### src/design/lpfr_pkg.sv
// Shared types, constants and helpers for the LRU page frame replacer.
// Used by lpfr_ctrl and lru_page_frame_replacer_unit; depends on nothing.

package lpfr_pkg;

  // Number of page frames held in the frame memory.
  localparam int FRAMES = 16;

  // Frame index and recency rank share one width; the count can hold FRAMES itself.
  localparam int IDX_W  = (FRAMES > 1) ? $clog2(FRAMES) : 1;
  localparam int CNT_W  = $clog2(FRAMES + 1);

  // Fixed field widths of the item and result beats.
  localparam int PAGE_W  = 16;
  localparam int FIU_W   = 5;
  localparam int FIDX_W  = 4;
  localparam int FAULT_W = 16;

  // One memory word holds a frame's page number above its recency rank.
  localparam int ENTRY_W = PAGE_W + IDX_W;

  localparam logic [IDX_W-1:0]   RANK_MAX  = IDX_W'(FRAMES - 1);
  localparam logic [FAULT_W-1:0] FAULT_MAX = '1;
  localparam logic [FIU_W-1:0]   FIU_RESET = FIU_W'(4);

  // Configuration port layout: one 32-bit register per word.
  localparam int CFG_ADDR_W = 3;
  localparam int CFG_DATA_W = 32;
  localparam int REG_IDX_W  = 1;
  localparam logic [REG_IDX_W-1:0] REG_FRAMES_IN_USE = REG_IDX_W'(0);

  typedef enum logic [2:0] {
    ST_IDLE,
    ST_SCAN,
    ST_DECIDE,
    ST_UPDATE,
    ST_DONE
  } lpfr_state_t;

  // Request from the controller to the frame memory.
  typedef struct packed {
    logic               we;
    logic [IDX_W-1:0]   waddr;
    logic [ENTRY_W-1:0] wdata;
    logic               re;
    logic [IDX_W-1:0]   raddr;
  } lpfr_mem_req_t;

  // One finished result.
  typedef struct packed {
    logic               page_fault;
    logic [FIDX_W-1:0]  frame_index;
    logic               evicted_valid;
    logic [PAGE_W-1:0]  evicted_page;
    logic [FAULT_W-1:0] fault_count;
  } lpfr_result_t;

  // A count of zero acts as one frame, a count above FRAMES acts as FRAMES.
  function automatic logic [CNT_W-1:0] clamp_frames(input logic [FIU_W-1:0] fiu);
    logic [CNT_W-1:0] n;
    if (fiu == '0) begin
      n = CNT_W'(1);
    end else if (32'(fiu) > FRAMES) begin
      n = CNT_W'(FRAMES);
    end else begin
      n = CNT_W'(fiu);
    end
    return n;
  endfunction

endpackage

### src/design/lru_page_frame_replacer_unit.sv
// Flow: an accepted item runs a scan sweep over the first n frames of the frame memory,
// a decide state and an update sweep, where n is the clamped frame count; its result is
// then loaded into the output register. One item is in flight at a time: a new one is
// taken only back in idle; a full output register holds the sequencer in its last state.
// Reset: synchronous, active low; all frames empty, fault count zero, frames_in_use = 4.
// Depends on lpfr_pkg, lpfr_ram and lpfr_ctrl.

module lru_page_frame_replacer_unit (
  input  logic                              clk,
  input  logic                              rst_n,
  // Request channel.
  input  logic                              in_valid,
  output logic                              in_ready,
  input  logic [lpfr_pkg::PAGE_W-1:0]       in_page_number,
  // Result channel.
  output logic                              out_valid,
  input  logic                              out_ready,
  output logic                              out_page_fault,
  output logic [lpfr_pkg::FIDX_W-1:0]       out_frame_index,
  output logic                              out_evicted_valid,
  output logic [lpfr_pkg::PAGE_W-1:0]       out_evicted_page,
  output logic [lpfr_pkg::FAULT_W-1:0]      out_fault_count,
  // Configuration port.
  input  logic                              cfg_psel,
  input  logic                              cfg_penable,
  input  logic                              cfg_pwrite,
  input  logic [lpfr_pkg::CFG_ADDR_W-1:0]   cfg_paddr,
  input  logic [lpfr_pkg::CFG_DATA_W-1:0]   cfg_pwdata,
  output logic [lpfr_pkg::CFG_DATA_W-1:0]   cfg_prdata,
  output logic                              cfg_pready
);

  logic [lpfr_pkg::FIU_W-1:0]     frames_in_use_r;
  logic [lpfr_pkg::REG_IDX_W-1:0] reg_idx;
  lpfr_pkg::lpfr_mem_req_t        mem_req;
  logic [lpfr_pkg::ENTRY_W-1:0]   mem_rdata;
  logic                           res_valid;
  logic                           res_ready;
  lpfr_pkg::lpfr_result_t         res;
  logic                           out_valid_r;
  lpfr_pkg::lpfr_result_t         out_r;

  // Configuration register.
  assign reg_idx    = cfg_paddr[lpfr_pkg::CFG_ADDR_W-1:2];
  assign cfg_pready = 1'b1;

  always_ff @(posedge clk) begin
    if (!rst_n) begin
      frames_in_use_r <= lpfr_pkg::FIU_RESET;
    end else if (cfg_psel && cfg_penable && cfg_pwrite
                 && (reg_idx == lpfr_pkg::REG_FRAMES_IN_USE)) begin
      frames_in_use_r <= cfg_pwdata[lpfr_pkg::FIU_W-1:0];
    end
  end

  always_comb begin
    cfg_prdata = '0;
    if (reg_idx == lpfr_pkg::REG_FRAMES_IN_USE) begin
      cfg_prdata = lpfr_pkg::CFG_DATA_W'(frames_in_use_r);
    end
  end

  // Frame memory: page number and recency rank per frame.
  lpfr_ram #(
    .WIDTH (lpfr_pkg::ENTRY_W),
    .DEPTH (lpfr_pkg::FRAMES)
  ) u_frame_ram (
    .clk   (clk),
    .we    (mem_req.we),
    .waddr (mem_req.waddr),
    .wdata (mem_req.wdata),
    .re    (mem_req.re),
    .raddr (mem_req.raddr),
    .rdata (mem_rdata)
  );

  lpfr_ctrl u_ctrl (
    .clk            (clk),
    .rst_n          (rst_n),
    .in_valid       (in_valid),
    .in_page_number (in_page_number),
    .in_ready       (in_ready),
    .frames_in_use  (frames_in_use_r),
    .mem_req        (mem_req),
    .mem_rdata      (mem_rdata),
    .res_valid      (res_valid),
    .res            (res),
    .res_ready      (res_ready)
  );

  // Output register: holds a result beat until it is taken.
  assign res_ready = !out_valid_r || out_ready;

  always_ff @(posedge clk) begin
    if (!rst_n) begin
      out_valid_r <= 1'b0;
    end else if (res_valid && res_ready) begin
      out_valid_r <= 1'b1;
    end else if (out_ready) begin
      out_valid_r <= 1'b0;
    end
  end

  always_ff @(posedge clk) begin
    if (res_valid && res_ready) begin
      out_r <= res;
    end
  end

  assign out_valid         = out_valid_r;
  assign out_page_fault    = out_r.page_fault;
  assign out_frame_index   = out_r.frame_index;
  assign out_evicted_valid = out_r.evicted_valid;
  assign out_evicted_page  = out_r.evicted_page;
  assign out_fault_count   = out_r.fault_count;

`ifndef NO_ASSERTIONS
  // An eviction only happens on a fault.
  a_evict_is_fault: assert property (@(posedge clk) disable iff (!rst_n)
    out_valid && out_evicted_valid |-> out_page_fault)
    else $error("eviction reported without a page fault");

  // Without an eviction the evicted page reads as zero.
  a_evict_page_zero: assert property (@(posedge clk) disable iff (!rst_n)
    out_valid && !out_evicted_valid |-> (out_evicted_page == '0))
    else $error("evicted page nonzero without an eviction");

  // Only one request is in flight at a time.
  a_one_in_flight: assert property (@(posedge clk) disable iff (!rst_n)
    in_valid && in_ready |=> !in_ready)
    else $error("request accepted while another is in flight");
`endif

endmodule

### src/design/lpfr_ram.sv
// Generic single-write, single-read synchronous RAM with a registered read port.
// Stand-alone; no package dependencies.

module lpfr_ram #(
  parameter int WIDTH = 20,
  parameter int DEPTH = 16,
  localparam int ADDR_W = (DEPTH > 1) ? $clog2(DEPTH) : 1
) (
  input  logic              clk,
  input  logic              we,
  input  logic [ADDR_W-1:0] waddr,
  input  logic [WIDTH-1:0]  wdata,
  input  logic              re,
  input  logic [ADDR_W-1:0] raddr,
  output logic [WIDTH-1:0]  rdata
);

  logic [WIDTH-1:0] mem [DEPTH];

  // Write port.
  always_ff @(posedge clk) begin
    if (we) begin
      mem[waddr] <= wdata;
    end
  end

  // Read port, registered.
  always_ff @(posedge clk) begin
    if (re) begin
      rdata <= mem[raddr];
    end
  end

endmodule

### src/design/lpfr_ctrl.sv
// Sequencer of the LRU page frame replacer: scans the frame memory, picks the frame,
// then sweeps it again to age ranks. Depends on lpfr_pkg.

module lpfr_ctrl (
  input  logic                          clk,
  input  logic                          rst_n,
  input  logic                          in_valid,
  input  logic [lpfr_pkg::PAGE_W-1:0]   in_page_number,
  output logic                          in_ready,
  input  logic [lpfr_pkg::FIU_W-1:0]    frames_in_use,
  output lpfr_pkg::lpfr_mem_req_t       mem_req,
  input  logic [lpfr_pkg::ENTRY_W-1:0]  mem_rdata,
  output logic                          res_valid,
  output lpfr_pkg::lpfr_result_t        res,
  input  logic                          res_ready
);

  localparam int IDX_W  = lpfr_pkg::IDX_W;
  localparam int CNT_W  = lpfr_pkg::CNT_W;
  localparam int PAGE_W = lpfr_pkg::PAGE_W;

  lpfr_pkg::lpfr_state_t state_r, state_nxt;

  logic                   accept;
  logic [CNT_W-1:0]       n_r;
  logic [PAGE_W-1:0]      page_r;
  logic [lpfr_pkg::FRAMES-1:0] frame_valid_r;
  logic [lpfr_pkg::FAULT_W-1:0] faults_r;

  // Sweep counter and read pipeline.
  logic [IDX_W-1:0] issue_r;
  logic             issue_done_r;
  logic             issue_last;
  logic             start_pass;
  logic             rd_en;
  logic             rd_vld_r;
  logic [IDX_W-1:0] rd_idx_r;
  logic             rd_last_r;

  // Scan findings.
  logic              hit_found_r;
  logic [IDX_W-1:0]  hit_idx_r;
  logic [IDX_W-1:0]  hit_rank_r;
  logic              free_found_r;
  logic [IDX_W-1:0]  free_idx_r;
  logic [IDX_W-1:0]  best_idx_r;
  logic [IDX_W-1:0]  best_rank_r;
  logic [PAGE_W-1:0] best_page_r;

  // Decision for the update pass.
  logic             fault_r;
  logic             evict_r;
  logic             age_all_r;
  logic [IDX_W-1:0] j_r;
  logic [IDX_W-1:0] old_rank_r;

  logic [PAGE_W-1:0] rd_page;
  logic [IDX_W-1:0]  rd_rank;
  logic              scan_beat;
  logic              upd_beat;
  logic              age_it;

  assign rd_page = mem_rdata[lpfr_pkg::ENTRY_W-1:IDX_W];
  assign rd_rank = mem_rdata[IDX_W-1:0];

  assign accept     = in_valid && in_ready;
  assign start_pass = accept || (state_r == lpfr_pkg::ST_DECIDE);
  assign issue_last = (CNT_W'(issue_r) == (n_r - CNT_W'(1)));
  assign rd_en      = ((state_r == lpfr_pkg::ST_SCAN) || (state_r == lpfr_pkg::ST_UPDATE))
                      && !issue_done_r;
  assign scan_beat  = (state_r == lpfr_pkg::ST_SCAN) && rd_vld_r;
  assign upd_beat   = (state_r == lpfr_pkg::ST_UPDATE) && rd_vld_r;

  // State register.
  always_ff @(posedge clk) begin
    if (!rst_n) begin
      state_r <= lpfr_pkg::ST_IDLE;
    end else begin
      state_r <= state_nxt;
    end
  end

  // Next state and handshake outputs.
  always_comb begin
    state_nxt = state_r;
    in_ready  = 1'b0;
    res_valid = 1'b0;
    unique case (state_r)
      lpfr_pkg::ST_IDLE: begin
        in_ready = 1'b1;
        if (in_valid) begin
          state_nxt = lpfr_pkg::ST_SCAN;
        end
      end
      lpfr_pkg::ST_SCAN: begin
        if (rd_vld_r && rd_last_r) begin
          state_nxt = lpfr_pkg::ST_DECIDE;
        end
      end
      lpfr_pkg::ST_DECIDE: begin
        state_nxt = lpfr_pkg::ST_UPDATE;
      end
      lpfr_pkg::ST_UPDATE: begin
        if (rd_vld_r && rd_last_r) begin
          state_nxt = lpfr_pkg::ST_DONE;
        end
      end
      lpfr_pkg::ST_DONE: begin
        res_valid = 1'b1;
        if (res_ready) begin
          state_nxt = lpfr_pkg::ST_IDLE;
        end
      end
      default: state_nxt = lpfr_pkg::ST_IDLE;
    endcase
  end

  // Sweep counter: one frame address per cycle, restarted for each pass.
  always_ff @(posedge clk) begin
    if (!rst_n) begin
      issue_r      <= '0;
      issue_done_r <= 1'b0;
      rd_vld_r     <= 1'b0;
    end else begin
      if (start_pass) begin
        issue_r      <= '0;
        issue_done_r <= 1'b0;
      end else if (rd_en) begin
        issue_r      <= issue_last ? issue_r : IDX_W'(issue_r + 1'b1);
        issue_done_r <= issue_last;
      end
      rd_vld_r <= rd_en;
    end
  end

  always_ff @(posedge clk) begin
    rd_idx_r  <= issue_r;
    rd_last_r <= issue_last;
  end

  // Latch the request and the clamped frame count on acceptance.
  always_ff @(posedge clk) begin
    if (accept) begin
      page_r <= in_page_number;
      n_r    <= lpfr_pkg::clamp_frames(frames_in_use);
    end
  end

  // Scan pass: first match, first empty frame and oldest frame.
  always_ff @(posedge clk) begin
    if (!rst_n) begin
      hit_found_r  <= 1'b0;
      free_found_r <= 1'b0;
    end else if (accept) begin
      hit_found_r  <= 1'b0;
      free_found_r <= 1'b0;
    end else if (scan_beat) begin
      if (frame_valid_r[rd_idx_r] && (rd_page == page_r) && !hit_found_r) begin
        hit_found_r <= 1'b1;
      end
      if (!frame_valid_r[rd_idx_r] && !free_found_r) begin
        free_found_r <= 1'b1;
      end
    end
  end

  always_ff @(posedge clk) begin
    if (scan_beat) begin
      if (frame_valid_r[rd_idx_r] && (rd_page == page_r) && !hit_found_r) begin
        hit_idx_r  <= rd_idx_r;
        hit_rank_r <= rd_rank;
      end
      if (!frame_valid_r[rd_idx_r] && !free_found_r) begin
        free_idx_r <= rd_idx_r;
      end
      // Strictly larger rank wins, so ties keep the lower frame.
      if ((rd_idx_r == '0) || (rd_rank > best_rank_r)) begin
        best_idx_r  <= rd_idx_r;
        best_rank_r <= rd_rank;
        best_page_r <= rd_page;
      end
    end
  end

  // Decide the frame: hit, else empty frame, else least recently used.
  always_ff @(posedge clk) begin
    if (state_r == lpfr_pkg::ST_DECIDE) begin
      priority if (hit_found_r) begin
        j_r        <= hit_idx_r;
        old_rank_r <= hit_rank_r;
        age_all_r  <= 1'b0;
        fault_r    <= 1'b0;
        evict_r    <= 1'b0;
      end else if (free_found_r) begin
        j_r        <= free_idx_r;
        old_rank_r <= '0;
        age_all_r  <= 1'b1;
        fault_r    <= 1'b1;
        evict_r    <= 1'b0;
      end else begin
        j_r        <= best_idx_r;
        old_rank_r <= best_rank_r;
        age_all_r  <= 1'b0;
        fault_r    <= 1'b1;
        evict_r    <= 1'b1;
      end
    end
  end

  // Update pass: the chosen frame becomes most recent, newer valid frames age.
  assign age_it = frame_valid_r[rd_idx_r] && (age_all_r || (rd_rank < old_rank_r))
                  && (rd_rank != lpfr_pkg::RANK_MAX);

  always_comb begin
    mem_req.re    = rd_en;
    mem_req.raddr = issue_r;
    mem_req.waddr = rd_idx_r;
    mem_req.we    = 1'b0;
    mem_req.wdata = {page_r, IDX_W'(0)};
    if (upd_beat) begin
      if (rd_idx_r == j_r) begin
        mem_req.we = 1'b1;
      end else if (age_it) begin
        mem_req.we    = 1'b1;
        mem_req.wdata = {rd_page, IDX_W'(rd_rank + 1'b1)};
      end
    end
  end

  // Write and read never touch the same frame in one cycle, so no forwarding is needed.
  always_ff @(posedge clk) begin
    if (!rst_n) begin
      frame_valid_r <= '0;
      faults_r      <= '0;
    end else if (upd_beat && rd_last_r) begin
      frame_valid_r[j_r] <= 1'b1;
      if (fault_r && (faults_r != lpfr_pkg::FAULT_MAX)) begin
        faults_r <= faults_r + 1'b1;
      end
    end
  end

  // Result beat.
  always_comb begin
    res.page_fault    = fault_r;
    res.frame_index   = lpfr_pkg::FIDX_W'(j_r);
    res.evicted_valid = evict_r;
    res.evicted_page  = evict_r ? best_page_r : '0;
    res.fault_count   = faults_r;
  end

endmodule
### config.mk
export PLATFORM = sky130hd
export DESIGN_NAME = lru_page_frame_replacer_unit
export DESIGN_NICKNAME = d
export VERILOG_FILES = /design/src/design/lpfr_pkg.sv /design/src/design/lru_page_frame_replacer_unit.sv /design/src/design/lpfr_ram.sv /design/src/design/lpfr_ctrl.sv
export SDC_FILE = /design/constraint.sdc
export NUM_CORES = 1
export LEC_CHECK = 0
export ABC_AREA = 1
export BUFFER_PORTS_ARGS = -buffer_cell sky130_fd_sc_hd__buf_2
export CAP_MARGIN = 20
export CELL_PAD_IN_SITES_DETAIL_PLACEMENT = 1
export CELL_PAD_IN_SITES_GLOBAL_PLACEMENT = 2
export CORE_UTILIZATION = 45
export DETAILED_ROUTE_END_ITERATION = 7
export PLACE_DENSITY = 0.92
export SYNTH_ARGS = -nofsm -noshare
export SYNTH_HDL_FRONTEND = slang
export SYNTH_SLANG_ARGS = --single-unit
### constraint.sdc
create_clock -name clk -period 11.9 [get_ports clk]
set_input_delay 0.595 -clock clk [delete_from_list [all_inputs] [get_ports clk]]
set_output_delay 0.595 -clock clk [all_outputs]
set_load 0.03 [all_outputs]
---- Word level (Yosys, flattened, before mapping) ----
Memories as Yosys holds them, arrays and structs flattened. A register that Yosys moved wholly into a read port is not among the register bits.
Index checks and enable logic that the tools add are counted.
storage, ports and cells
  RAM bits ................................ 320
  logic and storage cells ................. 129
  bits of input ports ..................... 58
  register bits ........................... 160
  memories ................................ 1
  output and inout bits ................... 73
operators by class
  multiplexer cells ....................... 30
  bitwise gates (word level) .............. 4
  reduce and logical (&&, ||, !) cells .... 40
  equal/unequal tests ..................... 13
  add/sub/neg operators ................... 4
  order comparisons ....................... 6
memories
  name             depth  bits a word  read ports  clocked after Yosys merged registers in  write ports  RTL line        source
  u_frame_ram.mem  16     20           1           1                                        1            lpfr_ram.sv:18  logic [WIDTH-1:0] mem [DEPTH];
operators by type and width
  operator                                                               count
  20-bit two-way mux                                                     3
  1-bit logical AND                                                      17
  16-bit by 1-bit adder with 16-bit output, second input constant        1
  16-bit equality test                                                   1
  4-bit two-way mux                                                      4
  16-bit inequality test, second input constant                          1
  16-bit bitwise OR                                                      1
  3-bit case mux with 5 select lines                                     1
  1-bit two-way mux                                                      14
  3-bit two-way mux                                                      4
  4-bit by 5-bit < comparator with 1-bit output, second input constant   2
  5-bit two-way mux                                                      2
  2-bit AND reduction                                                    5
  4-bit by 1-bit adder with 4-bit output, second input constant          2
  2-bit inequality test, second input constant                           4
  3-bit by 2-bit equality test with 1-bit output, second input constant  2
  2-bit OR reduction                                                     3
  4-bit by 5-bit equality test with 1-bit output                         1
  5-bit greater-than comparator, second input constant                   1
  1-bit logical NOT                                                      5
  5-bit logical NOT                                                      1
  1-bit logical OR                                                       5
  5-bit by 1-bit subtractor with 5-bit output, second input constant     1
  1-bit binary-select mux with 4-bit select                              1
  13 further kinds                                                       15

---- Depth between registers and ports, before layout ----
  depth after elaboration ................. 9
  depth in mapped cells ................... 14
  mapped depth without buffers ............ 13

---- Modules after synthesis ----
A second synthesis with hierarchy kept.
unflattened totals
  cell total of the unflattened synthesis .. 2116
  area total of the unflattened synthesis .. 21779.6 sq um
by module, submodules not included
  module                        seq. area each (sq um)  times used  area each (sq um)  cells an instance
  lpfr_ram                      10209.8                 1           14392.6            1336
  lpfr_ctrl                     3002.9                  1           5714.2             661
  lru_page_frame_replacer_unit  1261.2                  1           1672.9             119

---- Worst setup path before layout ----
OpenSTA, ideal clock, no wires.
  kind .................................... in2reg
  start point ............................. input port out_ready
  end point ............................... register out_r (netlist bit out_evicted_page[0]) (enable)
  path slack .............................. 7.102 ns
  stages on the path ...................... 2
  data required time ...................... 11.372 ns
  arrival time ............................ 4.269 ns
  buffers on the path ..................... 0
  setup time .............................. 0.528 ns
  cell sequence ........................... nor2_1 > nor4_1
between the ends
  word-level cells in the longest chain between the ends .. 2
ends and longest elaborated chain
  element                 RTL line                             source
  start: declaration      lru_page_frame_replacer_unit.sv:17   input logic out_ready,
  1-bit logical OR        lru_page_frame_replacer_unit.sv:92   assign res_ready = !out_valid_r || out_ready;
  1-bit logical AND       lru_page_frame_replacer_unit.sv:105  if (res_valid && res_ready) begin
  end signal: assignment  lru_page_frame_replacer_unit.sv:106  out_r <= res;
  end: declaration        lru_page_frame_replacer_unit.sv:41   lpfr_pkg::lpfr_result_t out_r;
Every way passes these cells.
A chain may end at the register's enable or synchronous reset.

==> impl_results.md <==
- Largest net degree at the start of global routing: 105
- Hold crit path type: input port to register
- Critical path type: register to register
- DR iter-0 viols: 1244
- Core Rows: 77
- # setup viols final: 0
- Overflow after GRT: 0
- Clk root buf: clkbuf_16
- # resized after CTS: 0
- Initial antenna violation count: 0
- Drc violations: 0
- Power Density: 170.2 nW/um^2
- Yosys warning count: 0
- Core Region: 44410 sq um
- First-pass GRT wire length: 82.30 mm
- Worst reg2reg path depth: 7
- FF-to-FF End: u_frame_ram.mem[8][0]
- Final setup TNS: 0 ps
- Max Clock Skew: 22.71 ps
- Hold Vio Cnt, Final: 0
- Sequential Area: 14480 sq um
- Critical path destination: u_frame_ram.mem[8][0]
- Clock Latency Late Sink: 600 ps
- # port buffers: 73
- Max VDD drop: 0.1116 mV
- Post-Syn Area: 20380 sq um
- Total I/O pin count: 131
- Total of max-cap violations: 0
- Max Clock Freq: 269.9 MHz
- CTS Sinks: 500
- Post-route ant nets: 0
- Critical Path Source: u_ctrl.rd_idx_r[0]
- Routed vias: 13370
- Layout area overhead: 12.96%
- Starting Density: 0.4590
- Status: finished clean
- Crit share post-route: 0.3114
- Flop-to-flop setup slack: 8190 ps
- Share of cells above drive strength 1: 0.1255
- DP Area: 21340 sq um
- RSZ-0062 raised after global routing: no
- EDFF count, synth: 446
- Avg Cell Area, Syn: 12.54 sq um
- Post-layout min period: 3706 ps
- Post-CTS setup buffer count: 0
- Synth Instances: 1625
- Crit-path max FO: 20
- Sequential fraction of the synthesis area: 0.7100
- Via density per instance: 5.721
- Vias in the first global route: 14040
- Chip Height: 214.8 microns
- Hold_buf cts: 0
- Drt wl/cell: 23.35 microns
- Detailed Routing Iterations Pass 1: 5
- Num CTS Buffers: 52
- HPWL Detailed: 31.57 mm
- FILL cells: 4500
- Placer Congestion: 0.8230
- Final Cell Area: 23030 sq um
- Fraction of registers with async set/reset: 0
- CTS tree: yes
- NumNets Final: 1773
- Yosys cell types: 46
- Leak: 7.924 nW
- RR Startpoint: u_ctrl.rd_idx_r[0]
- Die ar.: 46150 sq um
- H-tree depth: 2
- Synth Register Bits: 500
- Startpoint Class: register
- Multi-input logic area: 5137 sq um
- Max transition margin: 0.2190
- Critical path required time: 12150 ps
- Die width: 214.8 microns
- Worst slew pin tran: 1165 ps
- Final Max Slew Viols: 0
- Worst path arrival time: 3960 ps
- Post-synth top flop: edfxtp_1
- Clock buffer depth: 3
- N_diodes: 0
- Final wirelength: 54.58 mm
- Total GRT Usage: 0.2354
- Critical path endpoint category: register
- Worst-path clk slew: 60 ps
cell type report:
class	count	share of cell area
clock buffers	71	0.06004
clock inverters	26	0.01070
inverters	105	0.01712
multi-input cells	941	0.2231
flip-flops and latches	500	0.6289
well taps	592	0.03217
repair buffers	102	0.02793
kinds of logic (layout without fill, tap and decap cells):
group,Yosys count,count (layout),synth area share
compound gates,247,247,0.08035
mux,58,58,0.02848
simple gates,569,569,0.1157
fa+ha+maj,13,13,0.007980
buf+inv,210,304,0.04591
flops,500,500,0.7100
other cells,2,28,0.0003684
xor+xnor,26,26,0.01117
through the flow:
stage	power, mW	util	std cells	worst slack (ps)	hold slack [ps]
4_1_cts	3.933	0.5171	2334	8262	143.7
3_3_place_gp	2.354	0.4798	2236	8441	445.7
5_1_grt	4.033	0.5185	2337	7971	154.6
6_report	3.919	0.5185	2337	8194	163.9
3_5_place_dp	2.378	0.4804	2237	8290	457.0
2_1_floorplan	2.267	-	1651	7102	363.5
worst max-delay path, cell delays in order (launching register included):
cell and delay [ps]:
dfxtp_1 720, inv_2 240, nand2_1 120, a21oi_1 130, a21boi_2 890, nand3_1 170
buf_4 280, nor2_1 770
routing by layer:
layer | up-vias | GRT usage | routed length [microns]
met5 | - | 0 | 0
met4 | 0 | 0.09738 | 1846
met3 | 128 | 0.03340 | 3013
met2 | 500 | 0.4221 | 27990
met1 | 6818 | 0.2832 | 21730
li1 | 5923 | - | -
worst min path at each step:
stage                                         from                  endpoint  slack, ps  cells past startpoint
final                            in_page_number[8]          u_ctrl.page_r[8]        160                      1
after global routing             in_page_number[8]          u_ctrl.page_r[8]        150                      1
after CTS                        in_page_number[8]          u_ctrl.page_r[8]        140                      1
after floorplan                  u_ctrl.issue_r[0]        u_ctrl.rd_idx_r[0]        360                      0
after global placement    u_ctrl.frame_valid_r[15]  u_ctrl.frame_valid_r[15]        450                      1
after detailed placement  u_ctrl.frame_valid_r[15]  u_ctrl.frame_valid_r[15]        460                      1
sequential cells by signal, indices dropped and copies added (netlist names), 5 cells and up:
register / flops
u_frame_ram.mem: 320
u_frame_ram.rdata: 20
out_evicted_page: 16
out_fault_count: 16
u_ctrl.best_page_r: 16
u_ctrl.faults_r: 16
u_ctrl.frame_valid_r: 16
u_ctrl.page_r: 16
frames_in_use_r: 5
u_ctrl.n_r: 5
cell usage after synthesis, types with 2 or more instances:
library cell | instances | area share
o221ai_1 | 58 | 0.025
xor2_1 | 21 | 0.0090
mux2i_1 | 58 | 0.028
nor2_2 | 2 | 0.00061
nor4_1 | 2 | 0.00061
buf_6 | 2 | 0.0011
nand2_1 | 243 | 0.045
o211ai_1 | 23 | 0.0085
clkbuf_1 | 46 | 0.0085
or2_2 | 2 | 0.00061
conb_1 | 2 | 0.00037
nand2_2 | 5 | 0.0015
nor2_1 | 227 | 0.042
buf_1 | 9 | 0.0017
inv_2 | 3 | 0.00055
ha_1 | 13 | 0.0080
buf_2 | 19 | 0.0047
a21oi_1 | 37 | 0.0091
nor2_4 | 2 | 0.0011
xnor2_1 | 5 | 0.0021
nor3_4 | 3 | 0.0024
nand4_1 | 23 | 0.0071
o32ai_1 | 22 | 0.0095
buf_4 | 29 | 0.011
dfxtp_1 | 54 | 0.053
o21ai_0 | 95 | 0.023
nand3_1 | 40 | 0.0098
nor3_1 | 16 | 0.0039
edfxtp_1 | 446 | 0.66
inv_1 | 101 | 0.019
o21bai_1 | 2 | 0.00074
report_power, final:
group	switching [mW]	internal, mW	total, mW	leakage [nW]
logic	0.231	0.0877	0.319	2.77
registers	0.0570	1.98	2.03	4.36
clock network	0.663	0.902	1.57	0.794
total	0.951	2.97	3.92	7.92
cells in the final DEF, fill, tap and decap left out, types with 4 or more instances in the layout:
master / instances
inv_1: 100
clkinv_1: 7
buf_2: 73
o32ai_1: 22
dfxtp_1: 51
bufinv_16: 4
nand4_1: 23
clkbuf_1: 18
nand2_1: 243
ha_1: 13
xor2_1: 21
nand2_2: 5
o221ai_1: 58
a21oi_1: 37
clkinv_2: 11
mux2i_1: 58
o211ai_1: 23
clkbuf_16: 52
nor3_1: 16
o21ai_0: 95
inv_2: 4
buf_4: 26
xnor2_1: 5
nand3_1: 40
nor2_2: 18
conb_1: 28
nor2_1: 210
edfxtp_1: 446
(Power assumes the default switching activity.)
